--- config.mk ---
export PLATFORM = sky130hd
export DESIGN_NAME = ranu_cell
export DESIGN_NICKNAME = d
export VERILOG_FILES = /design/src/rtl/ranu_pkg.sv /design/src/rtl/ranu_cell.sv
export SDC_FILE = /design/constraint.sdc
export NUM_CORES = 1
export LEC_CHECK = 0
export BUFFER_PORTS_ARGS = -buffer_cell sky130_fd_sc_hd__buf_2
export CORE_AREA = 2 2 191 193
export CTS_CLUSTER_SIZE = 8
export DETAILED_ROUTE_END_ITERATION = 16
export DIE_AREA = 0 0 193 195
export PLACE_DENSITY_LB_ADDON = 0.15
export SYNTH_ARGS = -nofsm -noshare
export SYNTH_HDL_FRONTEND = slang
export SYNTH_SLANG_ARGS = --single-unit
--- constraint.sdc ---
create_clock -name clk -period 8.8 [get_ports clk]
set_clock_uncertainty 0.15 [all_clocks]
set_input_delay 0.88 -clock clk [delete_from_list [all_inputs] [get_ports clk]]
set_output_delay 0.88 -clock clk [all_outputs]
set_load 0.02 [all_outputs]
--- src/rtl/ranu_pkg.sv ---
// Shared types, constants and helpers for the revolute angle unwrap block.
// No dependencies; used by every module in rtl/.
`default_nettype none

package ranu_pkg;

  localparam int ANGLE_W = 32;
  localparam int CAND_W  = 36;
  localparam int TURN_W  = 20;
  localparam int RANU_TURN_SPAN = 3;

  // one turn, 2pi in Q15.16
  localparam logic [TURN_W-1:0] TWO_PI_Q16 = TURN_W'(411775);
  // twice a turn, divisor of the rounding step
  localparam logic [TURN_W:0] TWO_TURNS = {TWO_PI_Q16, 1'b0};
  localparam int RECIP_SHIFT = 43;
  localparam logic [23:0] TURN_RECIP =
    24'((64'd1 << RECIP_SHIFT) / 64'(TWO_TURNS));

  typedef struct packed {
    logic signed [ANGLE_W-1:0] pos;
    logic signed [ANGLE_W-1:0] ref_ang;
    logic                      revolute;
    logic                      bounded;
    logic signed [ANGLE_W-1:0] lo;
    logic signed [ANGLE_W-1:0] hi;
  } joint_t;

  typedef struct packed {
    joint_t                   j;
    logic signed [CAND_W-1:0] cand;
    logic signed [CAND_W-1:0] best;
    logic [CAND_W-1:0]        best_dist;
    logic                     found;
  } cell_t;

  function automatic logic signed [ANGLE_W-1:0] sat32(input logic signed [CAND_W-1:0] v);
    logic signed [CAND_W-1:0] vmax;
    logic signed [CAND_W-1:0] vmin;
    vmax = CAND_W'(64'sh7FFF_FFFF);
    vmin = CAND_W'(-64'sh8000_0000);
    if (v > vmax) begin
      return vmax[ANGLE_W-1:0];
    end else if (v < vmin) begin
      return vmin[ANGLE_W-1:0];
    end
    return v[ANGLE_W-1:0];
  endfunction

endpackage

`default_nettype wire

--- src/rtl/ranu_cell.sv ---
// One candidate cell: tests its candidate, keeps the nearest so far, passes the next turn on.
// Depends on ranu_pkg.
`default_nettype none

module ranu_cell
  import ranu_pkg::*;
(
  input  wire logic  clk,
  input  wire logic  rst,
  input  wire logic  in_valid,
  output logic       in_ready,
  input  wire cell_t in_cell,
  output logic       out_valid,
  input  wire logic  out_ready,
  output cell_t      out_cell
);

  logic  v;
  cell_t c;
  cell_t c_next;
  logic  ok;
  logic  take;
  logic signed [CAND_W:0] dd;
  logic [CAND_W-1:0] dmag;

  assign in_ready = !v || out_ready;

  always_comb begin
    ok   = !in_cell.j.bounded
        || (in_cell.cand >= CAND_W'(in_cell.j.lo) && in_cell.cand <= CAND_W'(in_cell.j.hi));
    dd   = (CAND_W+1)'(in_cell.cand) - (CAND_W+1)'(in_cell.j.ref_ang);
    dmag = dd[CAND_W] ? CAND_W'(-dd) : CAND_W'(dd);
    take = ok && (!in_cell.found || dmag < in_cell.best_dist);
    c_next = in_cell;
    c_next.cand = in_cell.cand + CAND_W'(TWO_PI_Q16);
    if (take) begin
      c_next.best      = in_cell.cand;
      c_next.best_dist = dmag;
      c_next.found     = 1'b1;
    end
  end

  always_ff @(posedge clk) begin
    if (rst) begin
      v <= 1'b0;
    end else if (in_ready) begin
      v <= in_valid;
    end
  end

  always_ff @(posedge clk) begin
    if (in_ready) begin
      c <= c_next;
    end
  end

  assign out_valid = v;
  assign out_cell  = c;

endmodule

`default_nettype wire

### Word level (Yosys, flattened, before mapping)

Index checks and enable logic that the tools add are counted.

* register bits: 240

* $add $sub $neg: 3
* order comparisons: 3
* multiplexer cells: 2
* reduce and logical (&&, ||, !) cells: 8

Operators with widths (number)
* $mux 73: 1
* $sub 36x32->37: 1
* $add 36x19->36 const B: 1
* $ge 36x32->1: 1
* $le 36x32->1: 1
* $lt 36x36->1: 1
* $mux 36: 1
* $neg 36->36: 1
* $logic_not 1->1: 3
* $logic_or 1x1->1: 3
* $logic_and 1x1->1: 2

### Depth between registers and ports, before layout

Gate-level depths: netlist of run 1.

* depth in word-level cells: 7
* gate-level depth with buffers: 28
* mapped depth without buffers: 25

### Worst setup path before layout of run 1

OpenSTA, ideal clock, no wires.

* kind: input -> output
* from: input out_ready
* to: output in_ready
* arrival time: 6760 ps
* path slack: 1010 ps
* stages: 1
* buffers on the path: 0
* cells stage by stage: nand2b_1

* longest elaborated chain between the ends: 1

Ends and longest elaborated chain
* start: declaration: line ranu_cell.sv:14 `input wire logic out_ready,`
* $logic_or 1x1->1: line ranu_cell.sv:26 `assign in_ready = !v || out_ready;`
* end: declaration: line ranu_cell.sv:11 `output logic in_ready,`

Every way passes these cells.

==> metrics, run 1 <==
largest net degree at the start of global routing 82; R2R setup slack 6540 ps; Post-Place Cells 2,285; # Post-CTS Setup Buffers 0; Crit path buffers/inverters 4; Row Count 69; max_slew headroom 0.292; violation count after the first detailed-routing iteration 595; FF-to-FF End out_cell[102]; Setup violations, final 0; total global routing overflow 0; hold_sp rst; Leak 8.80 nW; Distinct cells, synth 73; io pins 484; average size of a mapped cell 10.8 um2; Final period util 0.855; Placer Congestion 0.893; Starting Density 0.415; antenna violations before repair 3; total negative slack 0 ps; Yosys top cell area share 0.488; final WL 47,700 um; sequential fraction of the synthesis area 0.490; clk root buf clkbuf_16; die area 37,600 um2; Critical Path Start Type primary input; Detailed Place HPWL 37,500 um; Pre-antenna DRT Iters 4; ys flop type edfxtp_1; max_cap viols 0; # DRC 0; Resized cells post-CTS 0; status complete, no violations; DRT antenna net count 0; Syn. warnings 0; Reg2Reg Launch Point out_valid; hold path endpoint out_valid; first-pass GRT wire length 70,400 um; leading area contributor after synthesis edfxtp_1; worst stage delay on the critical path 690 ps; CP Class in -> reg; CTS Buf Count 36; Hold WC Path Type in -> reg; asr flop ratio synth 0; layout cell share with drive strength beyond 1 0.317; clock transition at the registers of the reported paths 50 ps; cts-stage hold buffer count 0; H-tree Lvls 2; Design Area, Final 18,600 um2; Syn-to-layout area delta 26.6%; Mapped Area 14,700 um2; crit-path max FO 31; RSZ-0062 raised after global routing no; die height 195 um; width of the die 193 um; CTS tree done; vias in the first global route 12,000; Cells after Synth 1,365; Arr. time, crit path 7630 ps; Worst VDD drop 0.146 mV; Max Slew Vio Count 0; Synth Register Bits 240; Worst-Margin Slew 1060 ps; Req. time, crit path 8910 ps; Non-Filler Instances 2,335; fmax 133 MHz; synth top area cells edfxtp_1 49%, ha_1 12%, nand2_1 4.8%, inv_1 3.8%, xnor2_1 3.6%; delay-heaviest family, CP compound AO/OA/AOI/OAI gates; nets@finish 2,251; CP endpoint kind register; cells on worst reg2reg path 2; Vias/cell 5.24; Post-Syn Nets 1,754; Power Density 207 nW/um2; final hold vios 0; hold path depth 2; Post-synth EDFFs 239; placed cell area 17,600 um2; TritonCTS sink count 240; crit path time final 7530 ps; Buffers on Ports 483; gr usage total 0.246; CP cell instances buf_2, inv_1, ha_1, fa_1, and2b_1, o2111ai_2, a211oi_1, o311ai_0, a21oi_1, o41ai_1, o21ai_1, mux2i_1, nand2_1, xnor2_1, ha_1, a2111oi_0, a31oi_1, o311ai_0, a31oi_1, o31ai_1, nand2_2, inv_2, buf_4, mux2_2; Core Area 35,400 um2; Vias 12,200; Crit-path slowest cell o311ai_0; DR WL/cell 20.4 um; worst skew pair latency 520 ps; Layout fillers 3,285; maximum clock path buffer count 3
## stage by stage
stage,hold WS (ps),worst slack (ps),power [mW],utilization
after global placement,747,851,2.63,0.498
after floorplan,799,1010,2.25,-
after global routing,355,723,4.06,0.526
after CTS,342,1190,3.89,0.525
final,357,1270,3.85,0.526
after detailed placement,762,736,2.64,0.498
## metal layers
layer	wire, um	GRT usage	vias to the layer above
li1	-	-	5962
met4	1320	0.0786	0
met5	0	0	-
met1	20100	0.313	5818
met3	2760	0.0386	66
met2	23400	0.427	401
## synthesized netlist by cell type, types with 4 or more instances
library cell,n
nand2_1,186
or2_2,7
o311ai_0,5
o21ai_0,51
inv_1,148
and4_1,6
o21bai_1,5
edfxtp_1,239
o21ai_1,4
and3_1,16
nor3_1,19
nand3b_1,4
a21oi_1,67
nor2_1,60
a211oi_1,14
nand4_1,32
a221oi_1,5
a31oi_1,13
o211ai_1,11
nand2b_1,8
mux2_2,36
buf_2,4
nor2b_1,6
o21a_1,12
buf_1,4
o2111ai_1,4
ha_1,145
and2_1,8
nand3_1,15
xnor2_1,61
clkbuf_1,24
xor2_1,34
o31ai_1,6
a2111oi_0,4
a21o_1,37
nor4_1,6
## worst register-to-register path: stages (launching register included)
cell and delay (ps):
dfxtp_1 320, nand2b_4 410, buf_4 890
## kinds of logic after synthesis
group | share of synthesized area
AO/OA/AOI/OAI | 0.122
XOR/XNOR | 0.0566
adder cells (fa/ha/maj) | 0.125
buffers and inverters | 0.0471
flip-flops | 0.490
multiplexers | 0.0290
AND/OR/NAND/NOR | 0.131
## state kept, by name, summed over array words and instances (netlist names)
register / flops
out_valid: 1
out_cell: 239
## how the worst max path moves through the flow
stage	start	endpoint	slack, ps	depth (start not counted)
after global routing	in_cell[73]	out_cell[27]	720	24
after CTS	in_cell[73]	out_cell[27]	1190	24
after global placement	in_cell[73]	out_cell[4]	850	27
after floorplan	out_ready	in_ready	1010	1
after detailed placement	in_cell[73]	out_cell[11]	740	24
final	in_cell[73]	out_cell[27]	1270	24
## power breakdown
part / internal [mW] / leakage [nW] / switching, mW
registers: 1.43 / 2.49 / 0.0375
logic: 0.422 / 5.83 / 0.729
clock network: 0.741 / 0.475 / 0.491
## cell usage in the layout, fill, tap and decap left out, types with 32 or more instances in the layout
cell,synthesis,final
a21o_1,37,37
a21oi_1,67,67
buf_2,4,483
clkbuf_16,0,36
edfxtp_1,239,239
ha_1,145,145
inv_1,148,147
mux2_2,36,36
nand2_1,186,185
nand4_1,32,32
nor2_1,60,60
o21ai_0,51,51
xnor2_1,61,61
xor2_1,34,34
## final cells by class
type                    count  area [um2]  share of cell area
diodes                      3        7.51            0.000403
clock buffers              43         937              0.0504
clock inverters             4        33.8             0.00182
inverters                 148         556              0.0299
multi-input cells         944        6820               0.366
flip-flops and latches    240        7200               0.387
well taps                 461         577              0.0310
repair buffers            492        2480               0.134
No activity file was read; power rests on OpenSTA's default activity.
==> run 2, diff against run 1 <==
--- a/config.mk
+++ b/config.mk
@@ -5,11 +5,12 @@
 export SDC_FILE = /design/constraint.sdc
 export NUM_CORES = 1
 export LEC_CHECK = 0
+export ABC_AREA = 1
 export BUFFER_PORTS_ARGS = -buffer_cell sky130_fd_sc_hd__buf_2
-export CORE_AREA = 2 2 191 193
+export CORE_AREA = 2 2 187 189
 export CTS_CLUSTER_SIZE = 8
 export DETAILED_ROUTE_END_ITERATION = 16
-export DIE_AREA = 0 0 193 195
+export DIE_AREA = 0 0 189 191
 export PLACE_DENSITY_LB_ADDON = 0.15
 export SYNTH_ARGS = -nofsm -noshare
 export SYNTH_HDL_FRONTEND = slang
==> constraint.sdc (replaced) <==
create_clock -name clk -period 7.4 [get_ports clk]
set_clock_uncertainty 0.15 [all_clocks]
set_input_delay 0.74 -clock clk [delete_from_list [all_inputs] [get_ports clk]]
set_output_delay 0.74 -clock clk [all_outputs]
set_load 0.02 [all_outputs]
==> metrics, run 2 <==
CP endpoint kind register; Vias/cell 5.05; Power Density 234 nW/um2; Hold WC Path Type in -> reg; Syn-to-layout area delta 24.8%; most frequent cells in the layout 517 x nand2_1, 483 x buf_2, 330 x inv_1; die area 36,100 um2; cells on worst reg2reg path 2; H-tree Lvls 2; die height 191 um; Placer Congestion 0.944; hold path depth 2; violation count after the first detailed-routing iteration 832; antenna violations before repair 4; first-pass GRT wire length 74,500 um; crit path time final 5480 ps; Row Count 68; Critical Path Start Type primary input; worst stage delay on the critical path 550 ps; Max Slew Vio Count 0; Mapped Area 15,800 um2; vias in the first global route 13,500; Gate power share 0.306; Post-Syn Nets 2,231; Sequential Power Share 0.380; average size of a mapped cell 8.58 um2; placed cell area 18,800 um2; layout cell share with drive strength beyond 1 0.265; Starting Density 0.463; Core Area 34,100 um2; Yosys top cell area share 0.454; cts-stage hold buffer count 0; width of the die 189 um; worst skew pair latency 510 ps; Psw 1.57 mW; Setup violations, final 0; Vias 14,200; clk root buf clkbuf_16; maximum clock path buffer count 3; Place WS 1390 ps; Distinct cells, synth 54; Syn. warnings 0; sw frac 0.342; Reg2Reg Launch Point out_valid; DRT antenna net count 0; Cells after Synth 1,842; total negative slack 0 ps; gr usage total 0.270; Detailed Place HPWL 40,400 um; Synth Register Bits 240; Crit-path slowest cell fa_1; Arr. time, crit path 5580 ps; Worst VDD drop 0.156 mV; R2R setup slack 5370 ps; Largest register FFs 239; CTS tree done; crit-path max FO 94; final hold vios 0; status complete, no violations; internal cell power 3.04 mW; clock transition at the registers of the reported paths 50 ps; CP Class in -> reg; Leak 10.2 nW; leading area contributor after synthesis edfxtp_1; io pins 484; total global routing overflow 0; most frequent cell after synthesis nand2_1; nets@finish 2,736; sequential fraction of the synthesis area 0.455; TritonCTS sink count 240; # Post-CTS Setup Buffers 0; FF-to-FF End out_cell[116]; commonest non-fill, non-tap cell in the layout nand2_1; Design Area, Final 19,700 um2; RSZ-0062 raised after global routing no; hold path endpoint out_valid; synth top area cells edfxtp_1 45%, nand2_1 12%, ha_1 11%, inv_1 7.8%, a21oi_1 2.6%; final WL 49,800 um; max_slew headroom 0.288; overall power 4.61 mW; Pre-antenna DRT Iters 6; PnR worst setup slack 1920 ps; Worst-Margin Slew 1070 ps; largest net degree at the start of global routing 165; CTS Buf Count 36; ys flop type edfxtp_1; Resized cells post-CTS 0; hold_sp rst; max_cap viols 0; top cells by count, synth 519 x nand2_1, 330 x inv_1, 239 x edfxtp_1; crit-path most repeated cell nand2_1; clock share of power 0.314; # DRC 0; Post-synth EDFFs 239; DR WL/cell 17.7 um; Final period util 0.741; Req. time, crit path 7500 ps; Buffers on Ports 483; fmax 182 MHz; asr flop ratio synth 0
-- run 2: changes by cell type after synthesis, sizes merged, moves of 15 or more --
cell / change
o21ai: +43
xnor2: -54
nand2: +360
mux2: -36
a21oi: +18
nor2: +50
a21o: -36
and3: -15
clkbuf: -18
nand3: +73
inv: +196
-- run 2: metal layers --
layer,part of all wire,vias to the layer above,track usage
li1,-,7046,-
met1,0.41,6539,0.336
met2,0.48,533,0.463
met3,0.077,88,0.0578
met4,0.032,0,0.0965
met5,0,-,0
-- run 2: area by class of cell --
class / count / area [um2]
repair buffers: 487 / 2470
inverters: 345 / 1300
flip-flops and latches: 240 / 7200
fillers: 3207 / 14400
well taps: 455 / 569
diodes: 4 / 10.0
clock buffers: 42 / 923
clock inverters: 5 / 37.5
multi-input cells: 1237 / 7220
-- run 2: metrics by stage --
stage                     hold slack, ps   util  std cells
after floorplan                      659      -       1842
after global placement               653  0.550       2764
after detailed placement             657  0.550       2764
after CTS                            202  0.578       2811
after global routing                 220  0.578       2813
final                                224  0.578       2815
-- run 2: worst max-delay path: cells and delay by family --
family,cells,cell delay [ps]
adder cells (fa/ha/maj),4,1270
AO/OA/AOI/OAI,2,440
buffers and inverters,4,650
AND/OR/NAND/NOR,19,2400
-- run 2: cells by family after synthesis --
logic type | share of synthesized area
flops | 0.455
fa+ha+maj | 0.116
compound gates | 0.0708
xor+xnor | 0.0331
simple gates | 0.236
buf+inv | 0.0891
-- run 2: power by group through the flow --
stage / Clock (mW) / Sequential [mW] / Combinational, mW
after floorplan: 0 / 2.01 / 0.709
after global placement: 0 / 1.77 / 1.39
after detailed placement: 0 / 1.78 / 1.41
after CTS: 1.48 / 1.75 / 1.42
after global routing: 1.52 / 1.76 / 1.57
final: 1.45 / 1.75 / 1.41
-- run 2: worst max path at each step --
| stage | startpoint | end | slack [ps] | depth (start not counted) |
|---|---|---|---|---|
| 2_1_floorplan | out_ready | in_ready | 570 | 2 |
| 3_3_place_gp | in_cell[73] | out_cell[23] | 1590 | 34 |
| 3_5_place_dp | in_cell[73] | out_cell[46] | 1390 | 34 |
| 4_1_cts | in_cell[73] | out_cell[46] | 1920 | 34 |
| 5_1_grt | in_cell[73] | out_cell[46] | 1350 | 34 |
| 6_report | in_cell[73] | out_cell[46] | 1920 | 29 |
